===== src/hw/rtl/lsf_pkg.sv =====
`timescale 1ns / 1ps

package lsf_pkg;

    // Defaults and upper bounds of the top-level parameters.
    localparam int WORD_BITS_DEF = 16;
    localparam int ADDR_BITS_DEF = 6;
    localparam int WORD_BITS_MAX = 32;
    localparam int ADDR_BITS_MAX = 8;

    // Fixed field widths of the item port.
    localparam int ADDR_FIELD_W = 6;
    localparam int COUNT_W      = 5;

    // Frame ID codes, sent MSB first.
    localparam int ID_W = 3;
    localparam logic [ID_W-1:0] ID_COMMAND    = 3'd4;
    localparam logic [ID_W-1:0] ID_WRITE_DATA = 3'd5;

    localparam int CMD_BITS = 8;

    localparam logic MODE_COMMAND = 1'b0;
    localparam logic MODE_DATA    = 1'b1;

    localparam int HDR_W      = ID_W + ADDR_BITS_MAX;
    localparam int HDR_CNT_W  = $clog2(HDR_W + 1);
    localparam int BODY_W     = WORD_BITS_MAX;
    localparam int BODY_CNT_W = $clog2(BODY_W + 1);

    localparam int QUEUE_DEPTH = 2;

    // One classified item: a header sent MSB first from the top bit, a body
    // sent LSB first, and an optional trailing dummy pulse.
    typedef struct packed {
        logic [HDR_W-1:0]      hdr;
        logic [HDR_CNT_W-1:0]  hdr_len;
        logic [BODY_W-1:0]     body;
        logic [BODY_CNT_W-1:0] body_len;
        logic                  dummy;
        logic                  sel;
        logic                  rel;
    } job_t;

endpackage


===== src/hw/rtl/lcd_driver_serial_frame_sender_top.sv =====
`timescale 1ns / 1ps

// Three-wire serial write framer for a segment LCD controller. Every accepted
// item becomes a run of write-strobe pulses, one per header, body or dummy bit: a
// command item gives 9 or 12 pulses, a data item from 1 to 3 + ADDR_BITS +
// WORD_BITS pulses (25 with the defaults), and a data item that neither opens
// a frame nor carries bits gives none. The back-end sequencer emits at most one
// pulse per cycle unless pulse_stall holds one back, and loads the next item
// once the current one is done. The front end classifies items into a two-entry
// queue, so up to two items can be accepted ahead of the one being sent, and a
// finished pulse sits in an output register while the next is made.
module lcd_driver_serial_frame_sender_top #(
    parameter int WORD_BITS = lsf_pkg::WORD_BITS_DEF,
    parameter int ADDR_BITS = lsf_pkg::ADDR_BITS_DEF
) (
    input  logic                              clk,
    input  logic                              rst_n,
    input  logic                              item_valid,
    output logic                              item_stall,
    input  logic                              mode,
    input  logic                              opens_frame,
    input  logic                              closes_frame,
    input  logic [lsf_pkg::ADDR_FIELD_W-1:0]  start_address,
    input  logic [WORD_BITS-1:0]              payload,
    input  logic [lsf_pkg::COUNT_W-1:0]       bit_count,
    output logic                              pulse_valid,
    input  logic                              pulse_stall,
    output logic                              data_bit,
    output logic                              select_active,
    output logic                              dummy_pulse,
    output logic                              last_of_run,
    output logic                              select_released
);
    import lsf_pkg::*;

    logic q_full;
    logic q_push;
    logic q_pop;
    logic q_head_valid;
    job_t q_push_job;
    job_t q_head_job;

    lsf_front #(
        .WORD_BITS (WORD_BITS),
        .ADDR_BITS (ADDR_BITS)
    ) u_front (
        .clk           (clk),
        .rst_n         (rst_n),
        .item_valid    (item_valid),
        .item_stall    (item_stall),
        .mode          (mode),
        .opens_frame   (opens_frame),
        .closes_frame  (closes_frame),
        .start_address (start_address),
        .payload       (payload),
        .bit_count     (bit_count),
        .q_full        (q_full),
        .q_push        (q_push),
        .q_job         (q_push_job)
    );

    lsf_queue u_queue (
        .clk        (clk),
        .rst_n      (rst_n),
        .push       (q_push),
        .push_job   (q_push_job),
        .full       (q_full),
        .pop        (q_pop),
        .head_valid (q_head_valid),
        .head_job   (q_head_job)
    );

    lsf_back u_back (
        .clk             (clk),
        .rst_n           (rst_n),
        .head_valid      (q_head_valid),
        .head_job        (q_head_job),
        .pop             (q_pop),
        .pulse_valid     (pulse_valid),
        .pulse_stall     (pulse_stall),
        .data_bit        (data_bit),
        .select_active   (select_active),
        .dummy_pulse     (dummy_pulse),
        .last_of_run     (last_of_run),
        .select_released (select_released)
    );

endmodule


===== src/hw/rtl/lsf_front.sv =====
`timescale 1ns / 1ps

module lsf_front #(
    parameter int WORD_BITS = lsf_pkg::WORD_BITS_DEF,
    parameter int ADDR_BITS = lsf_pkg::ADDR_BITS_DEF
) (
    input  logic                              clk,
    input  logic                              rst_n,
    input  logic                              item_valid,
    output logic                              item_stall,
    input  logic                              mode,
    input  logic                              opens_frame,
    input  logic                              closes_frame,
    input  logic [lsf_pkg::ADDR_FIELD_W-1:0]  start_address,
    input  logic [WORD_BITS-1:0]              payload,
    input  logic [lsf_pkg::COUNT_W-1:0]       bit_count,
    input  logic                              q_full,
    output logic                              q_push,
    output lsf_pkg::job_t                     q_job
);
    import lsf_pkg::*;

    logic                  frame_open_reg;
    logic                  frame_open_next;
    logic                  accept;
    logic                  sel;
    logic                  has_pulse;
    logic [BODY_CNT_W-1:0] cnt_ext;
    logic [BODY_CNT_W-1:0] cnt_sat;
    logic [ADDR_BITS-1:0]  addr_ext;

    assign item_stall = q_full;
    assign accept     = item_valid && !item_stall;
    assign sel        = opens_frame || frame_open_reg;
    assign cnt_ext    = BODY_CNT_W'(bit_count);
    assign cnt_sat    = (cnt_ext > BODY_CNT_W'(WORD_BITS)) ? BODY_CNT_W'(WORD_BITS) : cnt_ext;
    assign addr_ext   = ADDR_BITS'(start_address);

    always_comb
    begin
        q_job = '0;
        q_job.sel = sel;
        q_job.rel = closes_frame && sel;
        unique case (mode)
            MODE_COMMAND:
            begin
                q_job.hdr      = {ID_COMMAND, (HDR_W-ID_W)'(0)};
                q_job.hdr_len  = opens_frame ? HDR_CNT_W'(ID_W) : '0;
                // Command bits go out MSB first, so reverse them into the body.
                for (int i = 0; i < CMD_BITS; i++)
                begin
                    q_job.body[i] = payload[CMD_BITS-1-i];
                end
                q_job.body_len = BODY_CNT_W'(CMD_BITS);
                q_job.dummy    = 1'b1;
            end
            MODE_DATA:
            begin
                q_job.hdr      = HDR_W'({ID_WRITE_DATA, addr_ext}) << (ADDR_BITS_MAX - ADDR_BITS);
                q_job.hdr_len  = opens_frame ? HDR_CNT_W'(ID_W + ADDR_BITS) : '0;
                q_job.body     = BODY_W'(payload);
                q_job.body_len = cnt_sat;
                q_job.dummy    = 1'b0;
            end
            default:
            begin
                q_job = '0;
            end
        endcase
    end

    // A data item that neither opens a frame nor carries bits makes no pulse,
    // but still moves the frame state.
    assign has_pulse = (mode == MODE_COMMAND) || opens_frame || (cnt_sat != '0);
    assign q_push    = accept && has_pulse;

    always_comb
    begin
        frame_open_next = frame_open_reg;
        if (accept)
        begin
            frame_open_next = closes_frame ? 1'b0 : sel;
        end
    end

    always_ff @(posedge clk or negedge rst_n)
    begin
        if (!rst_n)
        begin
            frame_open_reg <= 1'b0;
        end
        else
        begin
            frame_open_reg <= frame_open_next;
        end
    end

endmodule


===== src/hw/rtl/lsf_queue.sv =====
`timescale 1ns / 1ps

module lsf_queue (
    input  logic          clk,
    input  logic          rst_n,
    input  logic          push,
    input  lsf_pkg::job_t push_job,
    output logic          full,
    input  logic          pop,
    output logic          head_valid,
    output lsf_pkg::job_t head_job
);
    import lsf_pkg::*;

    localparam int PTR_W = (QUEUE_DEPTH > 1) ? $clog2(QUEUE_DEPTH) : 1;
    localparam int CNT_W = $clog2(QUEUE_DEPTH + 1);

    job_t             mem [QUEUE_DEPTH];
    logic [PTR_W-1:0] wr_ptr_reg;
    logic [PTR_W-1:0] wr_ptr_next;
    logic [PTR_W-1:0] rd_ptr_reg;
    logic [PTR_W-1:0] rd_ptr_next;
    logic [CNT_W-1:0] count_reg;
    logic [CNT_W-1:0] count_next;
    logic             do_push;
    logic             do_pop;

    assign full       = (count_reg == CNT_W'(QUEUE_DEPTH));
    assign head_valid = (count_reg != '0);
    assign head_job   = mem[rd_ptr_reg];
    assign do_push    = push && !full;
    assign do_pop     = pop && head_valid;

    always_comb
    begin
        wr_ptr_next = wr_ptr_reg;
        rd_ptr_next = rd_ptr_reg;
        count_next  = count_reg;
        if (do_push)
        begin
            wr_ptr_next = (wr_ptr_reg == PTR_W'(QUEUE_DEPTH - 1)) ? '0 : wr_ptr_reg + 1'b1;
        end
        if (do_pop)
        begin
            rd_ptr_next = (rd_ptr_reg == PTR_W'(QUEUE_DEPTH - 1)) ? '0 : rd_ptr_reg + 1'b1;
        end
        if (do_push && !do_pop)
        begin
            count_next = count_reg + 1'b1;
        end
        else if (do_pop && !do_push)
        begin
            count_next = count_reg - 1'b1;
        end
    end

    always_ff @(posedge clk or negedge rst_n)
    begin
        if (!rst_n)
        begin
            wr_ptr_reg <= '0;
            rd_ptr_reg <= '0;
            count_reg  <= '0;
        end
        else
        begin
            wr_ptr_reg <= wr_ptr_next;
            rd_ptr_reg <= rd_ptr_next;
            count_reg  <= count_next;
        end
    end

    always_ff @(posedge clk)
    begin
        if (do_push)
        begin
            mem[wr_ptr_reg] <= push_job;
        end
    end

endmodule


===== src/hw/rtl/lsf_back.sv =====
`timescale 1ns / 1ps

module lsf_back (
    input  logic          clk,
    input  logic          rst_n,
    input  logic          head_valid,
    input  lsf_pkg::job_t head_job,
    output logic          pop,
    output logic          pulse_valid,
    input  logic          pulse_stall,
    output logic          data_bit,
    output logic          select_active,
    output logic          dummy_pulse,
    output logic          last_of_run,
    output logic          select_released
);
    import lsf_pkg::*;

    logic                  busy_reg;
    logic                  busy_next;
    logic                  level_reg;
    logic                  level_next;
    logic                  pv_reg;
    logic                  pv_next;
    logic [HDR_W-1:0]      hdr_reg;
    logic [HDR_CNT_W-1:0]  hdr_cnt_reg;
    logic [BODY_W-1:0]     body_reg;
    logic [BODY_CNT_W-1:0] body_cnt_reg;
    logic                  dummy_reg;
    logic                  sel_reg;
    logic                  rel_reg;
    logic [HDR_CNT_W-1:0]  hdr_cnt_next;
    logic [BODY_CNT_W-1:0] body_cnt_next;
    logic                  dummy_next;
    logic                  hdr_phase;
    logic                  body_phase;
    logic                  cur_bit;
    logic                  cur_dummy;
    logic                  cur_last;
    logic                  advance;
    logic                  out_bit_reg;
    logic                  out_sel_reg;
    logic                  out_dummy_reg;
    logic                  out_last_reg;
    logic                  out_rel_reg;

    assign pop        = !busy_reg && head_valid;
    assign advance    = busy_reg && (!pv_reg || !pulse_stall);
    assign hdr_phase  = (hdr_cnt_reg != '0);
    assign body_phase = !hdr_phase && (body_cnt_reg != '0);
    assign cur_dummy  = !hdr_phase && !body_phase;

    always_comb
    begin
        priority if (hdr_phase)
        begin
            cur_bit = hdr_reg[HDR_W-1];
        end
        else if (body_phase)
        begin
            cur_bit = body_reg[0];
        end
        else
        begin
            // The dummy pulse repeats whatever level the data line holds.
            cur_bit = level_reg;
        end
    end

    assign hdr_cnt_next  = hdr_phase ? hdr_cnt_reg - 1'b1 : hdr_cnt_reg;
    assign body_cnt_next = body_phase ? body_cnt_reg - 1'b1 : body_cnt_reg;
    assign dummy_next    = cur_dummy ? 1'b0 : dummy_reg;
    assign cur_last      = (hdr_cnt_next == '0) && (body_cnt_next == '0) && !dummy_next;

    always_comb
    begin
        busy_next  = busy_reg;
        level_next = level_reg;
        pv_next    = pv_reg && pulse_stall;
        if (pop)
        begin
            busy_next = 1'b1;
        end
        if (advance)
        begin
            pv_next = 1'b1;
            if (!cur_dummy)
            begin
                level_next = cur_bit;
            end
            if (cur_last)
            begin
                busy_next = 1'b0;
            end
        end
    end

    always_ff @(posedge clk or negedge rst_n)
    begin
        if (!rst_n)
        begin
            busy_reg  <= 1'b0;
            level_reg <= 1'b1;
            pv_reg    <= 1'b0;
        end
        else
        begin
            busy_reg  <= busy_next;
            level_reg <= level_next;
            pv_reg    <= pv_next;
        end
    end

    always_ff @(posedge clk)
    begin
        if (pop)
        begin
            hdr_reg      <= head_job.hdr;
            hdr_cnt_reg  <= head_job.hdr_len;
            body_reg     <= head_job.body;
            body_cnt_reg <= head_job.body_len;
            dummy_reg    <= head_job.dummy;
            sel_reg      <= head_job.sel;
            rel_reg      <= head_job.rel;
        end
        else if (advance)
        begin
            if (hdr_phase)
            begin
                hdr_reg <= {hdr_reg[HDR_W-2:0], 1'b0};
            end
            if (body_phase)
            begin
                body_reg <= {1'b0, body_reg[BODY_W-1:1]};
            end
            hdr_cnt_reg  <= hdr_cnt_next;
            body_cnt_reg <= body_cnt_next;
            dummy_reg    <= dummy_next;
        end
    end

    always_ff @(posedge clk)
    begin
        if (advance)
        begin
            out_bit_reg   <= cur_bit;
            out_sel_reg   <= sel_reg;
            out_dummy_reg <= cur_dummy;
            out_last_reg  <= cur_last;
            out_rel_reg   <= cur_last && rel_reg;
        end
    end

    assign pulse_valid     = pv_reg;
    assign data_bit        = out_bit_reg;
    assign select_active   = out_sel_reg;
    assign dummy_pulse     = out_dummy_reg;
    assign last_of_run     = out_last_reg;
    assign select_released = out_rel_reg;

endmodule

===== config.mk =====
export PLATFORM = sky130hd
export DESIGN_NAME = lcd_driver_serial_frame_sender_top
export DESIGN_NICKNAME = d
export VERILOG_FILES = /design/src/hw/rtl/lsf_pkg.sv /design/src/hw/rtl/lcd_driver_serial_frame_sender_top.sv /design/src/hw/rtl/lsf_front.sv /design/src/hw/rtl/lsf_queue.sv /design/src/hw/rtl/lsf_back.sv
export SDC_FILE = /design/constraint.sdc
export NUM_CORES = 1
export LEC_CHECK = 0
export BUFFER_PORTS_ARGS = -buffer_cell sky130_fd_sc_hd__buf_2
export CORE_MARGIN = 2
export CORE_UTILIZATION = 55
export DETAILED_ROUTE_END_ITERATION = 16
export PLACE_DENSITY_LB_ADDON = 0.25
export SYNTH_ARGS = -nofsm -noshare
export SYNTH_HDL_FRONTEND = slang
export SYNTH_HIERARCHICAL = 1
export SYNTH_SLANG_ARGS = --single-unit

===== constraint.sdc =====
create_clock -name clk -period 4.8 [get_ports clk]
set_input_delay 1.2 -clock clk [delete_from_list [all_inputs] [get_ports clk]]
set_output_delay 1.2 -clock clk [all_outputs]
set_load 0.01 [all_outputs]

Word level (Yosys, flattened, before mapping). Memory sizes are Yosys's and may differ from the RTL's. Index checks and enable logic that the tools add are counted.

Memories: 1. Bits in writable memories: 80. Input port bits: 34. ROM bits: 0. Bits in latches: 0. Bits in registers: 69. Output and inout port bits: 7.

Memory list: u_queue.mem (words 2, width 40, read ports 1, clocked after Yosys merged registers in 0, write ports 1, RTL line lsf_queue.sv:18) `job_t mem [QUEUE_DEPTH];`.

Multiply operators: 0. Reduce and logical (&&, ||, !) cells: 41. Order comparisons: 1. Shift-type cells: 0. Add/sub/neg operators: 6. Bitwise logic cells: 2. Equal/unequal tests: 1. Div/mod/pow operators: 0. Muxes and demuxes: 34.

Operator list (count): $mux W32 (3); $pmux W15 S2 (2); $mux W11 (3); $mux W6 (3); $mux W4 (4); $logic_and A1 B1 Y1 (15); $mux W1 (14); $reduce_bool A6 Y1 (2); $reduce_bool A2 Y1 (5); $logic_not A1 Y1 (9); $mux W8 (1); $logic_not A6 Y1 (1); $mux W2 (3); $reduce_and A2 Y1 (3); $sub A6 B1 Y6 const B (1); $gt A5 B5 Y1 const B (1); $mux W5 (1); $logic_not A4 Y1 (1); $logic_or A1 B1 Y1 (4); $reduce_bool A4 Y1 (1); $sub A4 B1 Y4 const B (1); $add A1 B1 Y1 const B (2); $add A2 B1 Y2 const B (1); $eq A2 B2 Y1 const B (1); other kinds (2) (3).

Depth between registers and ports, before layout. Gate-level depths: netlist of the first run.

Word-level depth: 10. Gate-level depth with buffers: 10.

By module. Netlist of the first run, hierarchy kept.

Modules (own cells, without submodules): lsf_queue (area each 4359.2 µm², seq. area each 3463.3 µm², times used 1, cells an instance 193); lsf_back (area each 3031.7 µm², seq. area each 1908.1 µm², times used 1, cells an instance 295); lsf_front (area each 554.3 µm², seq. area each 25.0 µm², times used 1, cells an instance 73).

Worst setup path after synthesis of the first run. Ideal clock, no wire load.

Kind: in2reg. Start point: in mode. End point: mem u_queue/mem[0][0] in the netlist's numbering (enable). Setup time: 0.470 ns. Path buffers: 1. Path slack: 0.219 ns. Stages on the path: 5. Arrival: 4.111 ns. Required time: 4.330 ns. Cells stage by stage: buf_6 -> and2b_1 -> a31oi_1 -> nand2_1 -> nor2_1.

Longest elaborated chain between the ends: 7.

RTL lines: start: declaration (RTL line lcd_driver_serial_frame_sender_top.sv:20) `input logic mode,`; $not A1 Y1 (RTL line lsf_front.sv:74) `assign has_pulse = (mode == MODE_COMMAND) || opens_frame || (cnt_sat != '0);`; $logic_or A1 B1 Y1 (2 in a row) (RTL line lsf_front.sv:74); $logic_and A1 B1 Y1 (RTL line lsf_front.sv:75) `assign q_push = accept && has_pulse;`; net q_push (RTL line lcd_driver_serial_frame_sender_top.sv:37) `logic q_push;`; $logic_and A1 B1 Y1 (RTL line lsf_queue.sv:31) `assign do_push = push && !full;`; $mux W1 (RTL line lsf_queue.sv:75) `if (do_push)`; $mux W1 (not written as such) (RTL line lsf_queue.sv:77) `mem[wr_ptr_reg] <= push_job;`; end: declaration (RTL line lsf_queue.sv:18).

The timed path passes the listed nets, and every way through them passes these cells.

Final worst setup path of the first run.
Start point: reg u_back.hdr_cnt_reg[0]. End point: reg u_back.body_reg[24] (enable).

Longest elaborated chain between the ends: 5.

RTL lines: start: declaration (RTL line lsf_back.sv:26) `logic [HDR_CNT_W-1:0] hdr_cnt_reg;`; start signal: assignment (RTL line lsf_back.sv:119) `hdr_cnt_reg <= head_job.hdr_len;`; start signal: assignment (RTL line lsf_back.sv:136) `hdr_cnt_reg <= hdr_cnt_next;`; $reduce_bool A4 Y1 (RTL line lsf_back.sv:49) `assign hdr_phase = (hdr_cnt_reg != '0);`; $logic_not A1 Y1 (RTL line lsf_back.sv:50) `assign body_phase = !hdr_phase && (body_cnt_reg != '0);`; $logic_and A1 B1 Y1 (RTL line lsf_back.sv:50); $reduce_bool A2 Y1 (no source line); $reduce_and A2 Y1 (no source line); end signal: assignment (RTL line lsf_back.sv:120) `body_reg <= head_job.body;`; end signal: assignment (RTL line lsf_back.sv:134) `body_reg <= {1'b0, body_reg[BODY_W-1:1]};`; end: declaration (RTL line lsf_back.sv:27) `logic [BODY_W-1:0] body_reg;`.

Every way passes these cells. A chain may end at the register's enable or synchronous reset.

==> results of run 1 <==
[routing by layer]
layer / track usage, % / vias up
met5: 0 / -
met4: 8.22 / 2
met3: 4.44 / 20
met2: 29.1 / 75
met1: 21.6 / 2040
li1: - / 2017
[stage by stage]
stage | power [W] | setup WS (ns) | instances | utilization [%] | hold WS, ns
3_3_place_gp | 0.00291 | 1.42 | 760 | 58.5 | 0.446
3_5_place_dp | 0.00294 | 1.38 | 760 | 58.5 | 0.454
2_1_floorplan | 0.00279 | 0.219 | 581 | - | 0.400
4_1_cts | 0.00421 | 1.81 | 792 | 62.4 | 0.468
5_1_grt | 0.00436 | 1.64 | 792 | 62.4 | 0.483
6_report | 0.00417 | 1.83 | 792 | 62.4 | 0.463
[power by group]
part	leakage, nW	switching [W]	internal, W	total (W)
clock network	0.255	0.000555	0.000710	0.00127
registers	1.69	0.000128	0.00208	0.00221
logic	1.42	0.000357	0.000338	0.000695
[worst max path at each step]
stage               slack, ns                            start                       endpoint  cells after the start
floorplan                0.22                             mode    u_queue/mem[0][0]$_DFFE_PP_                      5
detailed placement       1.38                             mode   u_queue/mem[1][47]$_DFFE_PP_                      5
CTS                      1.81  u_back/hdr_cnt_reg[0]$_DFFE_PP_  u_back/body_reg[25]$_DFFE_PP_                      6
global route             1.64                             mode   u_queue/mem[1][53]$_DFFE_PP_                      5
global placement         1.42                             mode   u_queue/mem[1][48]$_DFFE_PP_                      5
finish                   1.83  u_back/hdr_cnt_reg[0]$_DFFE_PP_  u_back/body_reg[24]$_DFFE_PP_                      6
[cells in the final DEF, fill, tap and decap left out, types with 3 or more instances in the layout]
cell type and instances:
or2_2 3, mux2_4 31, xor2_1 4, conb_1 22
edfxtp_1 173, o21ai_1 5, nand2b_1 3, mux2_2 35
buf_4 7, buf_2 40, nor2_1 17, o21ai_0 4
clkbuf_16 17, ha_1 3, clkinvlp_4 4, inv_1 12
and2_1 23, clkinv_2 3, dfrtp_1 6, nand2_1 141
xnor2_1 6, clkinv_1 3, a31oi_1 3
[synth_stat cells, types with 3 or more instances]
cell,n,area (µm²)
a31oi_1,3,18.8
and2_1,23,144
buf_2,4,20.0
buf_4,26,195
buf_6,6,67.6
clkbuf_1,12,45.0
dfrtp_1,7,175
edfxtp_1,173,5190
ha_1,3,37.5
inv_1,12,45.0
mux2_2,35,394
mux2_4,31,465
nand2_1,141,529
nand2b_1,4,25.0
nor2_1,18,67.6
o21ai_0,4,20.0
o21ai_1,5,25.0
or2_2,3,18.8
xnor2_1,6,52.6
xor2_1,4,35.0
[cell families after synthesis]
logic type               count (synthesis)  share of synthesized area, %
adder cells (fa/ha/maj)                  3                         0.472
multiplexers                            68                          11.1
buffers and inverters                   62                          4.93
other                                    2                        0.0945
flip-flops                             181                          67.9
AND/OR/NAND/NOR                        211                          12.3
XOR/XNOR                                10                          1.10
AO/OA/AOI/OAI                           24                          2.14
[critical path, stage by stage (launching register included)]
cell and delay, ns:
edfxtp_1 0.41, inv_1 0.12, ha_1 0.28, or3b_4 0.47, a21oi_4 0.24, a21o_1 0.82, buf_4 0.32
[layout make-up]
class	instances	area, µm²	share of cell area, %
Sequential cell	181	5400	61.8
Multi-Input combinational cell	338	2240	25.7
Clock buffer	19	433	4.96
Timing Repair Buffer	48	273	3.12
Tap cell	180	225	2.58
Clock inverter	13	109	1.25
Inverter	13	48.8	0.559
==> run_results.csv, run 1 <==
group,metric,value,unit
outcome,status,"completed",
logic_synthesis,synthArstFlopShare,4.42,%
route,routed-wl-met2,6260,µm
route,ant_nets,0,
route,num_vias,4154,
global_routing,grt_max_degree,62,
sta,tns,0,ns
route,routed_wl,12300,µm
sta,rsz0062_at_grt,"no",
sta,setup_viol,0,
route,wl_per_cell,15.5,µm
layout,nets,636,
route,wl_met1,5310,µm
setup_path,cp.arrival,3.10,ns
setup_path,worstSetupPathType,"flop to flop",
cts,cts_max_path_buffers,2,
floorplanning,die_h,124,µm
logic_synthesis,yosysSeqAreaShare,67.9,%
placement,place_area,8190,µm²
global_routing,first_global_vias,4169,
power_and_ir_drop,p_leak,3.37,nW
sta,fin_crit,2.97,ns
route,drt_iter0_drc,253,
sta,fin_skew,0.0113,ns
layout,n_antenna_cell,0,
sta,worst_slew_pin_slew,1.03,ns
layout,largest_register_ff_count,112,
floorplanning,ios,41,
layout,drive_gt1_share,25.5,%
route,wl_met3,474,µm
logic_synthesis,netlist_area,7950,µm²
sta,max-slew-margin-rel,31.5,%
global_routing,grt_overflow,0,
setup_path,startpoint_type,"flop",
logic_synthesis,synth_ff_type,"edfxtp_1",
placement,portBuffers,40,
hold_path,whs_path_depth,0,
logic_synthesis,synthCells,561,
floorplanning,die_area,15400,µm²
setup_path,r2r_cells,6,
power_and_ir_drop,power_density,478,nW/µm²
layout,n_fill_cell,1071,
route,via_per_inst,5.24,
hold_path,hp-class,"flop to flop",
logic_synthesis,syn_area_per_cell,14.2,µm²
setup_path,r2r_start,"u_back/hdr_cnt_reg[0]$_DFFE_PP_",
setup_path,rr_endpoint,"u_back/body_reg[24]$_DFFE_PP_",
floorplanning,rows,43,
sta,slew_violations,0,
setup_path,critPathCaptureType,"flop",
setup_path,reg2reg_slack,1.83,ns
logic_synthesis,synth-seq-cells,181,
cts,clk_pin_slew,0.06,ns
layout,syn_to_final_growth,9.87,%
route,top_layer,"met5",
route,drcViolationCount,0,
setup_path,required,4.93,ns
hold_path,worst_hold_path.endpoint,"u_back/select_active$_DFFE_PP_",
route,dr.pass1.iters,5,
logic_synthesis,synth_cell_types,49,
placement,hpwl,7790,µm
cts,cts_made_buffers,17,
cts,cts_sinks,181,
placement,routabilityCongestion,0.872,
sta,period_share,61.9,%
cts,cts-resized-gates,0,
job,drv_cap,0,
global_routing,antenna_found_initial,1,
logic_synthesis,synth_edf_count,173,
sta,clock.fmax,0.337,GHz
layout,final_area,8730,µm²
floorplanning,die_width,124,µm
hold_path,worstHoldStart,"u_back/sel_reg$_DFFE_PP_",
cts,cts_tree,"done",
floorplanning,core_area,14000,µm²
logic_synthesis,ys_warn_count,6,
sta,hold_viol_final,0,
power_and_ir_drop,vdd_drop_max,0.290,mV
global_routing,grt_pass1_wl,20000,µm
setup_path,cp_max_fo,24,
cts,htree_levels,4,
cts,clkLatencyLatePin,0.42,ns
global_routing,grt.total_usage,17.5,%
cts,post_cts_buffers,0,
cts,cts_hold_buf,0,
floorplanning,start_util,56.8,%
cts,ctsRootBufferMaster,"clkbuf_16",
Power figures use the tool's default switching activity.
==> run 2, diff against run 1 <==
Settings changed: ABC_AREA from default to 1.
Clock period 4.8 ns to 2.9 ns, I/O delays scaled along.
==> run_results.csv, run 2 <==
group,metric,value,unit
outcome,status,"completed",
sta,fin_ws,0.738,ns
cts,htree_levels,4,
logic_synthesis,netlist_area,7900,µm²
logic_synthesis,synth-seq-cells,181,
placement,routabilityCongestion,0.903,
layout,regArea,5400,µm²
global_routing,grt.total_usage,20.5,%
placement,dp_worst_setup_slack,0.534,ns
floorplanning,die_h,124,µm
global_routing,first_global_vias,4863,
route,ant_nets,0,
logic_synthesis,yosysTopAreaCellShare,65.8,%
floorplanning,core_area,13900,µm²
setup_path,startpoint_type,"flop",
route,drt_iter0_drc,465,
sta,hold_viol_final,0,
sta,worst_slew_pin_slew,0.738,ns
sta,fin_crit,2.16,ns
global_routing,antenna_found_initial,0,
logic_synthesis,synth_ff_type,"edfxtp_1",
sta,clock.fmax,0.462,GHz
setup_path,cp_max_fo,28,
layout,syn_to_final_growth,11.0,%
logic_synthesis,synthTopCellsByCount,"381 x nand2_1, 173 x edfxtp_1, 56 x inv_1",
layout,n_fill_cell,1102,
route,routed_wl,14400,µm
floorplanning,rows,43,
layout,drive_gt1_share,11.4,%
setup_path,critPathCaptureType,"flop",
layout,final_area,8760,µm²
sta,setup_viol,0,
logic_synthesis,yosys.cell_count.top_type,"nand2_1",
logic_synthesis,synth_top_area_cell,"edfxtp_1",
cts,cts-resized-gates,0,
cts,cts_made_buffers,17,
cts,cts_sinks,181,
sta,rsz0062_at_grt,"no",
floorplanning,die_area,15300,µm²
power_and_ir_drop,total_power,0.00710,W
layout,layout_common_cells,"381 x nand2_1, 173 x edfxtp_1, 55 x inv_1",
logic_synthesis,ys_warn_count,6,
logic_synthesis,synth_cell_types,27,
sta,tns,0,ns
floorplanning,start_util,56.7,%
layout,nets,843,
global_routing,grt_overflow,0,
cts,cts_hold_buf,0,
sta,fin_skew,0.00951,ns
floorplanning,die_width,124,µm
cts,ctsRootBufferMaster,"clkbuf_16",
cts,clkLatencyLatePin,0.42,ns
power_and_ir_drop,vdd_drop_max,0.622,mV
global_routing,grt_pass1_wl,23300,µm
cts,post_cts_buffers,0,
route,drcViolationCount,0,
sta,period_share,74.6,%
sta,max-slew-margin-rel,50.7,%
setup_path,cp.arrival,2.47,ns
logic_synthesis,syn_area_per_cell,10.3,µm²
setup_path,required,3.21,ns
cts,clk_pin_slew,0.06,ns
route,dr.pass1.iters,5,
logic_synthesis,synth.area.top_cells,"edfxtp_1 66%, nand2_1 18%, buf_4 3.0%",
logic_synthesis,synthCells,767,
floorplanning,ios,41,
sta,slew_violations,0,
setup_path,worstSetupPathType,"flop to flop",
placement,hpwl,9070,µm
power_and_ir_drop,p_leak,3.85,nW
logic_synthesis,synthArstFlopShare,4.42,%
layout,layout_commonest_cell,"nand2_1",
layout,largest_register_ff_count,112,
global_routing,grt_max_degree,58,
job,drv_cap,0,
hold_path,hp-class,"input pin to asynchronous set/reset pin",
placement,place_area,8180,µm²
cts,cts_max_path_buffers,2,
power_and_ir_drop,power_density,810,nW/µm²
cts,cts_tree,"done",
route,num_vias,5011,
layout,multi_input_area,2020,µm²
route,via_per_inst,5.02,
route,wl_per_cell,14.4,µm
logic_synthesis,synth_edf_count,173,
logic_synthesis,yosysSeqAreaShare,68.3,%
layout,n_antenna_cell,0,
placement,portBuffers,40,
[run 2: critical path: stages (launching register included)]
cell     delay, ns
dfrtp_1       0.44
inv_1         0.09
nand2_1       0.15
nand2_1       0.19
inv_2         0.39
nand2_1       0.18
ha_1          0.36
inv_1         0.08
nand3_1       0.07
nand2_1       0.06
nand2_1       0.04
[run 2: metal layers]
| layer | vias to the layer above | wire (µm) | global-route usage [%] |
|---|---|---|---|
| li1 | 2496 | - | - |
| met1 | 2357 | 6130 | 26.2 |
| met4 | 0 | 156 | 6.96 |
| met5 | - | 0 | 0 |
| met2 | 143 | 7310 | 34.1 |
| met3 | 15 | 799 | 5.36 |
[run 2: kinds of logic (layout without fill, tap and decap cells)]
kind of cell               Yosys count  count (layout)  share of synthesized area [%]
and+or+nand+nor                    433             433                           21.5
DFF                                181             181                           68.3
buffers and inverters              113             144                           7.15
AOI/OAI and AO/OA                   31              31                           2.00
adders and majority gates            3               3                          0.475
xor gates and xnor gates             3               3                          0.333
other                                2              22                         0.0951
muxes                                1               1                          0.143
[run 2: area by class of cell]
cell class	instances	share of cell area, %
clock buffer	24	5.27
clock inverter	7	1.41
inverter	61	2.61
multi-input combinational	493	23.1
sequential	181	61.6
tap	180	2.57
timing repair buffer	52	3.46
[run 2: path summary, 6_finish.rpt]
check	startpoint	endpoint	slack (ns)	cells after the start
hold / removal	rst_n	u_back/pulse_valid$_DFF_PN0_	0.16	1
min in group clk	u_back/sel_reg$_DFFE_PP_	u_back/select_active$_DFFE_PP_	0.42	0
hold reg to reg	u_back/sel_reg$_DFFE_PP_	u_back/select_active$_DFFE_PP_	0.42	0
max in group asynchronous	rst_n	u_back/level_reg$_DFFE_PN1P_	2.49	1
setup reg to reg	u_queue/count_reg[0]$_DFFE_PN0P_	u_queue/count_reg[1]$_DFFE_PN0P_	0.74	10
setup / recovery	u_queue/count_reg[0]$_DFFE_PN0P_	u_queue/count_reg[1]$_DFFE_PN0P_	0.74	10
[run 2: per-stage QoR]
stage,hold slack [ns],cells,util (%)
after detailed placement,0.420,967,58.7
after global routing,0.149,998,62.9
after global placement,0.414,967,58.7
final,0.160,998,62.9
after floorplan,0.400,787,-
after CTS,0.153,998,62.9
[run 2: report_power, final]
part | leakage, nW | switching [W] | total [W] | internal, W
Combinational | 1.87 | 0.000891 | 0.00124 | 0.000344
Clock | 0.279 | 0.000898 | 0.00228 | 0.00138
Sequential | 1.71 | 0.000139 | 0.00358 | 0.00344
